**config.mk**
```make
export PLATFORM = sky130hd
export DESIGN_NAME = plcs_ctrl
export DESIGN_NICKNAME = d
export VERILOG_FILES = /design/src/hw/rtl/plcs_pkg.sv /design/src/hw/rtl/plcs_ctrl.sv
export SDC_FILE = /design/constraint.sdc
export NUM_CORES = 1
export LEC_CHECK = 0
export BUFFER_PORTS_ARGS = -buffer_cell sky130_fd_sc_hd__buf_2
export CAP_MARGIN = 20
export CORE_UTILIZATION = 45
export CTS_BUF_LIST = sky130_fd_sc_hd__clkbuf_8 sky130_fd_sc_hd__clkbuf_16
export DETAILED_ROUTE_END_ITERATION = 8
export PLACE_DENSITY = 0.76
export SLEW_MARGIN = 20
export SYNTH_ARGS = -nofsm -noshare
export SYNTH_HDL_FRONTEND = slang
export SYNTH_SLANG_ARGS = --single-unit
export TNS_END_PERCENT = 20
```
**constraint.sdc**
```tcl
create_clock -name aclk -period 2.2 [get_ports aclk]
set_input_delay 0.44 -clock aclk [delete_from_list [all_inputs] [get_ports aclk]]
set_output_delay 0.44 -clock aclk [all_outputs]
set_load 0.01 [all_outputs]
```
**src/hw/rtl/plcs_pkg.sv**
```systemverilog
// ----------------------------------------------------------------------------
// plcs_pkg
// Shared types, codes and constants of the piecewise-linear CDF sampler.
// ----------------------------------------------------------------------------
package plcs_pkg;

    localparam int FRAC_BITS = 14;              // slope fraction bits

    localparam logic [6:0] POINTS_RESET = 7'd46;

    // register index (paddr[2])
    localparam logic CFG_POINTS_IN_USE = 1'b0;

    typedef logic [1:0] status_t;
    localparam status_t ST_SAMPLE = 2'd0;
    localparam status_t ST_LOADED = 2'd1;
    localparam status_t ST_RANGE  = 2'd2;

    // table read requests
    typedef logic [2:0] rd_sel_t;
    localparam rd_sel_t RD_NONE      = 3'd0;
    localparam rd_sel_t RD_PREV      = 3'd1;   // pos/dens/cum at idx-1
    localparam rd_sel_t RD_TOTAL     = 3'd2;   // cum at n-1
    localparam rd_sel_t RD_SCAN_INIT = 3'd3;   // cum at n-2, j = n-2
    localparam rd_sel_t RD_SCAN_NEXT = 3'd4;   // cum at j-1, j = j-1
    localparam rd_sel_t RD_SEG       = 3'd5;   // pos/dens/slope at j, latch r
    localparam rd_sel_t RD_NEXT_POS  = 3'd6;   // pos at j+1, latch pos[j]

    // shared 32x32 multiplier operand pairs
    typedef logic [3:0] mul_sel_t;
    localparam mul_sel_t MUL_NONE  = 4'd0;
    localparam mul_sel_t MUL_AREA  = 4'd1;
    localparam mul_sel_t MUL_CLO_U = 4'd2;
    localparam mul_sel_t MUL_CHI_U = 4'd3;
    localparam mul_sel_t MUL_A0R0  = 4'd4;
    localparam mul_sel_t MUL_A0R1  = 4'd5;
    localparam mul_sel_t MUL_A1R0  = 4'd6;
    localparam mul_sel_t MUL_A1R1  = 4'd7;
    localparam mul_sel_t MUL_YY    = 4'd8;

    typedef logic [1:0] acc_op_t;
    localparam acc_op_t ACC_HOLD  = 2'd0;
    localparam acc_op_t ACC_LOAD  = 2'd1;
    localparam acc_op_t ACC_ADD32 = 2'd2;
    localparam acc_op_t ACC_ADD64 = 2'd3;

    typedef logic [1:0] div_src_t;
    localparam div_src_t DIV_SLOPE  = 2'd0;
    localparam div_src_t DIV_FLAT   = 2'd1;
    localparam div_src_t DIV_SLOPED = 2'd2;

    typedef logic [1:0] d_op_t;
    localparam d_op_t D_HOLD = 2'd0;
    localparam d_op_t D_ZERO = 2'd1;
    localparam d_op_t D_DIV  = 2'd2;

    typedef struct packed {
        logic      capture;
        logic      pt_we;
        logic      cum_we;
        logic      slope_we;
        rd_sel_t   rd_sel;
        mul_sel_t  mul_sel;
        acc_op_t   acc_op;
        logic      div_start;
        div_src_t  div_src;
        logic      sqrt_start;
        d_op_t     d_op;
        logic      out_load;
        status_t   out_status;
    } plcs_cmd_t;

    typedef struct packed {
        logic kind;
        logic idx_oor;
        logic idx_zero;
        logic dx_zero;
        logic scan_more;
        logic slope_zero;
        logic dens_zero;
        logic den_zero;
        logic div_busy;
        logic sqrt_busy;
    } plcs_sts_t;

endpackage

```
**src/hw/rtl/plcs_ctrl.sv**
```systemverilog
// ----------------------------------------------------------------------------
// plcs_ctrl
// Sequencer: load and sample flows, handshakes, output valid.
// ----------------------------------------------------------------------------
module plcs_ctrl import plcs_pkg::*; (
    input  logic      aclk,
    input  logic      aresetn,
    input  logic      s_valid,
    output logic      s_ready,
    output logic      m_valid,
    input  logic      m_ready,
    input  plcs_sts_t sts,
    output plcs_cmd_t cmd
);

    localparam logic [4:0] S_IDLE     = 5'd0;
    localparam logic [4:0] S_DISPATCH = 5'd1;
    localparam logic [4:0] S_LD_CALC  = 5'd2;
    localparam logic [4:0] S_LD_WAIT  = 5'd3;
    localparam logic [4:0] S_T0       = 5'd4;
    localparam logic [4:0] S_T1       = 5'd5;
    localparam logic [4:0] S_T2       = 5'd6;
    localparam logic [4:0] S_SCAN     = 5'd7;
    localparam logic [4:0] S_SEG      = 5'd8;
    localparam logic [4:0] S_BRANCH   = 5'd9;
    localparam logic [4:0] S_M1       = 5'd10;
    localparam logic [4:0] S_M2       = 5'd11;
    localparam logic [4:0] S_M3       = 5'd12;
    localparam logic [4:0] S_M4       = 5'd13;
    localparam logic [4:0] S_M5       = 5'd14;
    localparam logic [4:0] S_SQW      = 5'd15;
    localparam logic [4:0] S_DIVW     = 5'd16;
    localparam logic [4:0] S_DONE     = 5'd17;

    logic [4:0] state_reg, state_next;
    logic       m_valid_reg, m_valid_next;
    status_t    st_reg, st_next;
    logic       out_free;

    assign out_free = !m_valid_reg || m_ready;

    always_comb begin
        state_next   = state_reg;
        m_valid_next = m_valid_reg;
        st_next      = st_reg;
        cmd          = '0;
        cmd.out_status = st_reg;
        if (m_valid_reg && m_ready) begin
            m_valid_next = 1'b0;
        end
        case (state_reg)
            S_IDLE: begin
                if (s_valid) begin
                    cmd.capture = 1'b1;
                    state_next  = S_DISPATCH;
                end
            end
            S_DISPATCH: begin
                if (sts.kind) begin
                    st_next    = ST_SAMPLE;
                    cmd.rd_sel = RD_TOTAL;
                    state_next = S_T0;
                end else if (sts.idx_oor) begin
                    st_next    = ST_RANGE;
                    state_next = S_DONE;
                end else begin
                    st_next   = ST_LOADED;
                    cmd.pt_we = 1'b1;
                    if (sts.idx_zero) begin
                        cmd.cum_we = 1'b1;
                        state_next = S_DONE;
                    end else begin
                        cmd.rd_sel = RD_PREV;
                        state_next = S_LD_CALC;
                    end
                end
            end
            S_LD_CALC: begin
                if (sts.dx_zero) begin
                    cmd.slope_we = 1'b1;
                    cmd.cum_we   = 1'b1;
                    state_next   = S_DONE;
                end else begin
                    cmd.div_start = 1'b1;
                    cmd.div_src   = DIV_SLOPE;
                    cmd.mul_sel   = MUL_AREA;
                    state_next    = S_LD_WAIT;
                end
            end
            S_LD_WAIT: begin
                if (!sts.div_busy) begin
                    cmd.slope_we = 1'b1;
                    cmd.cum_we   = 1'b1;
                    state_next   = S_DONE;
                end
            end
            S_T0: begin
                cmd.mul_sel = MUL_CLO_U;
                state_next  = S_T1;
            end
            S_T1: begin
                cmd.acc_op  = ACC_LOAD;
                cmd.mul_sel = MUL_CHI_U;
                state_next  = S_T2;
            end
            S_T2: begin
                cmd.acc_op = ACC_ADD32;
                cmd.rd_sel = RD_SCAN_INIT;
                state_next = S_SCAN;
            end
            S_SCAN: begin
                if (sts.scan_more) begin
                    cmd.rd_sel = RD_SCAN_NEXT;
                end else begin
                    cmd.rd_sel = RD_SEG;
                    state_next = S_SEG;
                end
            end
            S_SEG: begin
                cmd.rd_sel = RD_NEXT_POS;
                state_next = S_BRANCH;
            end
            S_BRANCH: begin
                if (!sts.slope_zero) begin
                    cmd.mul_sel = MUL_A0R0;
                    state_next  = S_M1;
                end else if (sts.dens_zero) begin
                    cmd.d_op   = D_ZERO;
                    state_next = S_DONE;
                end else begin
                    cmd.div_start = 1'b1;
                    cmd.div_src   = DIV_FLAT;
                    state_next    = S_DIVW;
                end
            end
            S_M1: begin
                cmd.acc_op  = ACC_LOAD;
                cmd.mul_sel = MUL_A0R1;
                state_next  = S_M2;
            end
            S_M2: begin
                cmd.acc_op  = ACC_ADD32;
                cmd.mul_sel = MUL_A1R0;
                state_next  = S_M3;
            end
            S_M3: begin
                cmd.acc_op  = ACC_ADD32;
                cmd.mul_sel = MUL_A1R1;
                state_next  = S_M4;
            end
            S_M4: begin
                cmd.acc_op  = ACC_ADD64;
                cmd.mul_sel = MUL_YY;
                state_next  = S_M5;
            end
            S_M5: begin
                cmd.sqrt_start = 1'b1;
                state_next     = S_SQW;
            end
            S_SQW: begin
                if (!sts.sqrt_busy) begin
                    if (sts.den_zero) begin
                        cmd.d_op   = D_ZERO;
                        state_next = S_DONE;
                    end else begin
                        cmd.div_start = 1'b1;
                        cmd.div_src   = DIV_SLOPED;
                        state_next    = S_DIVW;
                    end
                end
            end
            S_DIVW: begin
                if (!sts.div_busy) begin
                    cmd.d_op   = D_DIV;
                    state_next = S_DONE;
                end
            end
            S_DONE: begin
                if (out_free) begin
                    cmd.out_load = 1'b1;
                    m_valid_next = 1'b1;
                    state_next   = S_IDLE;
                end
            end
            default: begin
                state_next = S_IDLE;
            end
        endcase
    end

    always_ff @(posedge aclk) begin
        if (!aresetn) begin
            state_reg   <= S_IDLE;
            m_valid_reg <= 1'b0;
            st_reg      <= ST_SAMPLE;
        end else begin
            state_reg   <= state_next;
            m_valid_reg <= m_valid_next;
            st_reg      <= st_next;
        end
    end

    assign s_ready = state_reg == S_IDLE;
    assign m_valid = m_valid_reg;

endmodule

```
[Yosys cells after proc, flatten, opt, wreduce, memory -nomap -nowiden]
Index checks and enable logic that the tools add are counted.
Operators by class
  add/subtract/negate cells: 0
  multiply operators: 0
  divide/modulo/power cells: 0
  order comparisons: 0
  equality and inequality tests: 22
  shift-type cells: 0
  mux-type cells: 52
  bitwise logic cells: 0
  reductions and logical operators: 8
Operators with widths (number)
  $pmux 5 s17: 1
  $mux 5: 10
  $eq 5x4->1 const B: 8
  $pmux 4 s8: 1
  $eq 5x3->1 const B: 4
  $mux 1: 20
  $mux 3: 6
  $mux 2: 8
  $pmux 2 s3: 2
  $pmux 3 s4: 1
  $eq 5x2->1 const B: 2
  $eq 5x5->1 const B: 2
  $ne 2x2->1 const B: 5
  $pmux 3 s3: 1
  $eq 5x1->1 const B: 1
  $logic_not 5->1: 1
  $reduce_and 5->1: 1
  $reduce_or 2->1: 2
  $pmux 1 s3: 1
  $reduce_or 3->1: 1
  $pmux 1 s2: 1
  $logic_and 1x1->1: 1
  $logic_not 1->1: 1
  $logic_or 1x1->1: 1
Storage, ports and cells
  flip-flop bits (word level): 8
  latch bits: 0
  RAM bits: 0
  bits in read-only memories: 0
  bits of input ports: 14
  output and inout port bits: 24
  logic and storage cells: 85
  memories: 0

[Depth between registers and ports, before layout]
  depth after elaboration: 4
  depth in mapped cells: 7
  mapped depth without buffers: 5

[Least setup slack after synthesis]
OpenSTA, ideal clock, no wires.
  kind: reg-to-output
  from: reg state_reg[4]
  to: out cmd[19] (netlist name)
  arrival time: 1.555 ns
  data required time: 1.760 ns
  path slack: 0.205 ns
  stages on the path, launching flop included: 6
  buffers on the path: 1
  path through: dfxtp_1 > buf_4 > nor3_1 > nand2_1 > nor3_1 > a21o_1
RTL lines
  start, declared: line plcs_ctrl.sv:35  | logic [4:0] state_reg, state_next;
  start signal, assigned: line plcs_ctrl.sv:197  | state_reg <= state_next;
  end, declared: line plcs_ctrl.sv:13  | output plcs_cmd_t cmd

==> results by stage <==
Placed design:
- Port buffering added 37 buffers.
- The placer's final routability congestion estimate is ~0.9.
- After legalization and detailed placement, the total HPWL measured 2080 um.
- In this run the cell area measured after placement is approximately 0.0011 mm2.

Setup path:
- STA classifies the critical path endpoint as an output port.
- Across all register-to-register paths, the minimum setup slack is ~0.30 ns.
- The worst reg-to-reg path cell count is 6.
- The endpoint identified for the worst register-to-register timing path is state_reg[1]$_SDFFE_PN0P_.
- The worst setup path is of the flip-flop to output port kind.
- The required time of the worst setup path is 1.76 ns.
- The worst setup path is launched from a flip-flop.
- At the worst endpoint, the arrival time is around 1.6 ns.
- Along the worst path, the maximum fanout reaches 11.
- The start point of the critical path is state_reg[3]$_SDFFE_PN0P_.
- In this run the critical register-to-register path is launched from state_reg[4]$_SDFFE_PN0P_.

Final layout:
- The antenna diode count is 0.
- The fraction of final layout cells sized beyond drive strength 1 is 34.1%.
- The fill cell total of the finished layout is between 150 and 200.
- The final design area excluding fillers is ~0.0012 mm2.
- The count of nets after finishing is about 190.
- The register with the most flip-flops in the layout has 5 of them.
- The growth of design area from synthesis to finish is 32.0%.

Clocking:
- Clock-pin slew was measured on the worst setup and hold paths at 0.04 ns.
- TritonCTS built the clock tree.
- The number of buffers on the longest clock path is 2.
- The worst-skew pair later-pin latency is about 0.23 ns.
- Clock tree synthesis found a total of 8 sinks.
- TritonCTS created 3 clock buffers.
- In this run the number of H-tree levels came out at 1.
- The buffer cell driving the clock tree root is clkbuf_8.

Timing:
- The number of endpoints with negative hold slack in the final report was 0.
- Setup violations remaining at the end of the flow were counted as 0.
- The worst path uses around 95% of the clock period.
- Setup repair after global routing could not meet its margin everywhere.
- For this run, the top clock speed supported by timing is around 480 MHz.
- The worst slew margin relative to its limit is just over 70%.
- The accumulated negative setup slack is 0 ns.
- The final period demand of the worst path is roughly 2.1 ns.
- For the pin with the worst max-slew slack, the measured transition is 0.417 ns.
- The final-report max-slew violation count is 0.
- Across the routed clock network, the largest skew measured is between 0.002 and 0.003 ns.

Synthesis:
- The area of the mapped netlist is around 900 um2.
- The Yosys warning count is 0.
- The post-synthesis sequential element count is 8.
- The cell type with the largest total area after synthesis is dfxtp_1.
- In the synthesized netlist the dominant register cell turns out to be dfxtp_1.
- The number of enable-type register cells in the synthesized netlist is 0.
- Sorting the synthesized cells by area gives the leading types as dfxtp_1 (18%), a21oi_1 (7.8%), nor2_1 (7.1%).
- Sequential cells were found to cover between 15 and 20% of the synthesized design area.
- The total nets after synthesis is about 150.
- The top cell type by area accounts for between 15 and 20% of the synthesized area.
- The most repeated cell in the gate-level netlist after synthesis is nor2_1.
- The mean area per synthesized cell is slightly below 7 um2.
- The synthesized netlist contains 44 unique library cells.
- In the synthesized netlist the async set-or-reset flop fraction comes to 0%.
- Counting instances in the post-synthesis netlist gives the leading cell types as nor2_1 (17), a21oi_1 (14), nand2_1 (9), nor3_1 (9), dfxtp_1 (8).
- The instance count of the mapped netlist is 134.

Run:
- The tool flagged a number of max-cap violations equal to 0.

Routing:
- The total wire length is 2760 um.
- For this run, the detailed router's first-pass iteration total came to 4.
- The detailed-route via count is 1,150.
- The detail route stage leaves a number of antenna-violating nets equal to 0.
- In the routed design, unresolved DRC markers number 0.
- The detailed router's first-iteration violation count is 40.
- The detailed-route vias per instance is around 5.9.
- After detailed routing, the average wire length per cell comes to about 14 um.

Global routing:
- The wire length of the first global-routing pass is 4130 um.
- The maximum number of pins on one net before global-route repair is 28.
- The global route total overflow is 0.
- Global routing consumed, over all layers together, 26.4% of the routing resources.
- The initial antenna violation count is 0.
- The number of global-route vias before repair is around 960.

Floorplan:
- The core area is about 0.0018 mm2.
- The number of standard-cell rows in the floorplan is 15.
- The die covers about 0.0022 mm2.
- The initial utilization of the core area, before any placement, comes to between 50% and 60%.
- The height of the die is around 47 um.
- During I/O placement, the number of pins put on the boundary was 38.
- The die extent in x is 46.8 um.

Hold path:
- The path class of the tightest hold or removal check is flip-flop to flip-flop.
- The worst hold path begins at st_reg[1]$_SDFFE_PN0P_.
- The worst hold path passes through 2 cells.
- The end point of the worst hold path is st_reg[1]$_SDFFE_PN0P_.

Pwr:
- Summed over all cells, the static leakage comes to 0.560 nW.
- The peak supply drop is ~0.00064 V.
- For this design the ratio of total power to cell area is about 1000 mW/mm2.

Status:
- The flow ran to the end, and the final reports show no timing, DRC or antenna violations.
## cells in the final DEF, fill, tap and decap left out, drive strengths merged, types with 3 or more instances in the layout
cell type / n
buf: 44
nor2: 17
a21oi: 14
nor3: 10
nand2: 9
dfxtp: 8
o21ai: 7
inv: 6
nor2b: 6
nand3: 4
a21o: 3
and2: 3
nor3b: 3
clkbuf: 3
nor4b: 3
## report_power, final
part           switching, mW  total, mW  internal [mW]
logic                  0.487      0.820          0.334
clock network         0.0598      0.179          0.119
registers             0.0415      0.226          0.185
## worst max path at each step
stage               depth (start not counted)  slack [ns]      end
floorplan                                   5        0.21  cmd[19]
global placement                            5        0.28  cmd[19]
detailed placement                          5        0.15  cmd[19]
CTS                                         5        0.02  cmd[19]
global route                                5      -0.007  cmd[19]
finish                                      5        0.12  cmd[19]
## logic make-up (layout without fill, tap and decap cells)
| family | count (synthesis) | after routing | synth area share (%) |
|---|---|---|---|
| buffers and inverters | 17 | 53 | 8.74 |
| AND/OR/NAND/NOR | 66 | 66 | 40.5 |
| multiplexers | 1 | 1 | 1.25 |
| flip-flops | 8 | 8 | 17.8 |
| AO/OA/AOI/OAI | 42 | 42 | 31.8 |
## layer usage
metal | wire length, um | part of all wire [%] | global-route usage (%) | up-vias
li1 | - | - | - | 566
met1 | 1110 | 40 | 31.9 | 523
met2 | 1390 | 50 | 45.0 | 57
met3 | 217 | 7.9 | 8.46 | 4
met4 | 35 | 1.3 | 7.43 | 0
met5 | 0 | 0 | 0 | -
## metrics by stage
step,utilization [%],hold slack (ns),worst slack (ns),total power [mW],cells
2_1_floorplan,-,0.528,0.205,0.783,134
3_3_place_gp,61.9,0.481,0.280,0.976,192
3_5_place_dp,61.9,0.488,0.150,0.994,192
4_1_cts,64.4,0.498,0.0231,1.18,195
5_1_grt,66.1,0.517,-0.00716,1.33,195
6_report,66.1,0.494,0.118,1.22,195
## critical path, cell delays in order, from the launching register on
cell and delay (ns):
dfxtp_1 0.41, nor2b_2 0.27, nand2_1 0.18, nor3_1 0.28, a21o_1 0.16, buf_2 0.12
## final cells by class
class	count	area [um2]	area share (%)
multi-input combinational	109	693	58.2
timing repair buffer	44	241	20.3
sequential	8	161	13.6
clock buffer	3	41.3	3.47
tap	25	31.3	2.63
inverter	6	22.5	1.89
## timing repair
action | 4_1_cts | 5_1_grt
resized for setup | 1 | 7
hold endpoints to repair | 0 | 0
hold buffers | 0 | 0
buffers inserted | 0 | 0
endpoints found under the setup margin | 3 | 6
Power figures use the tool's default switching activity.
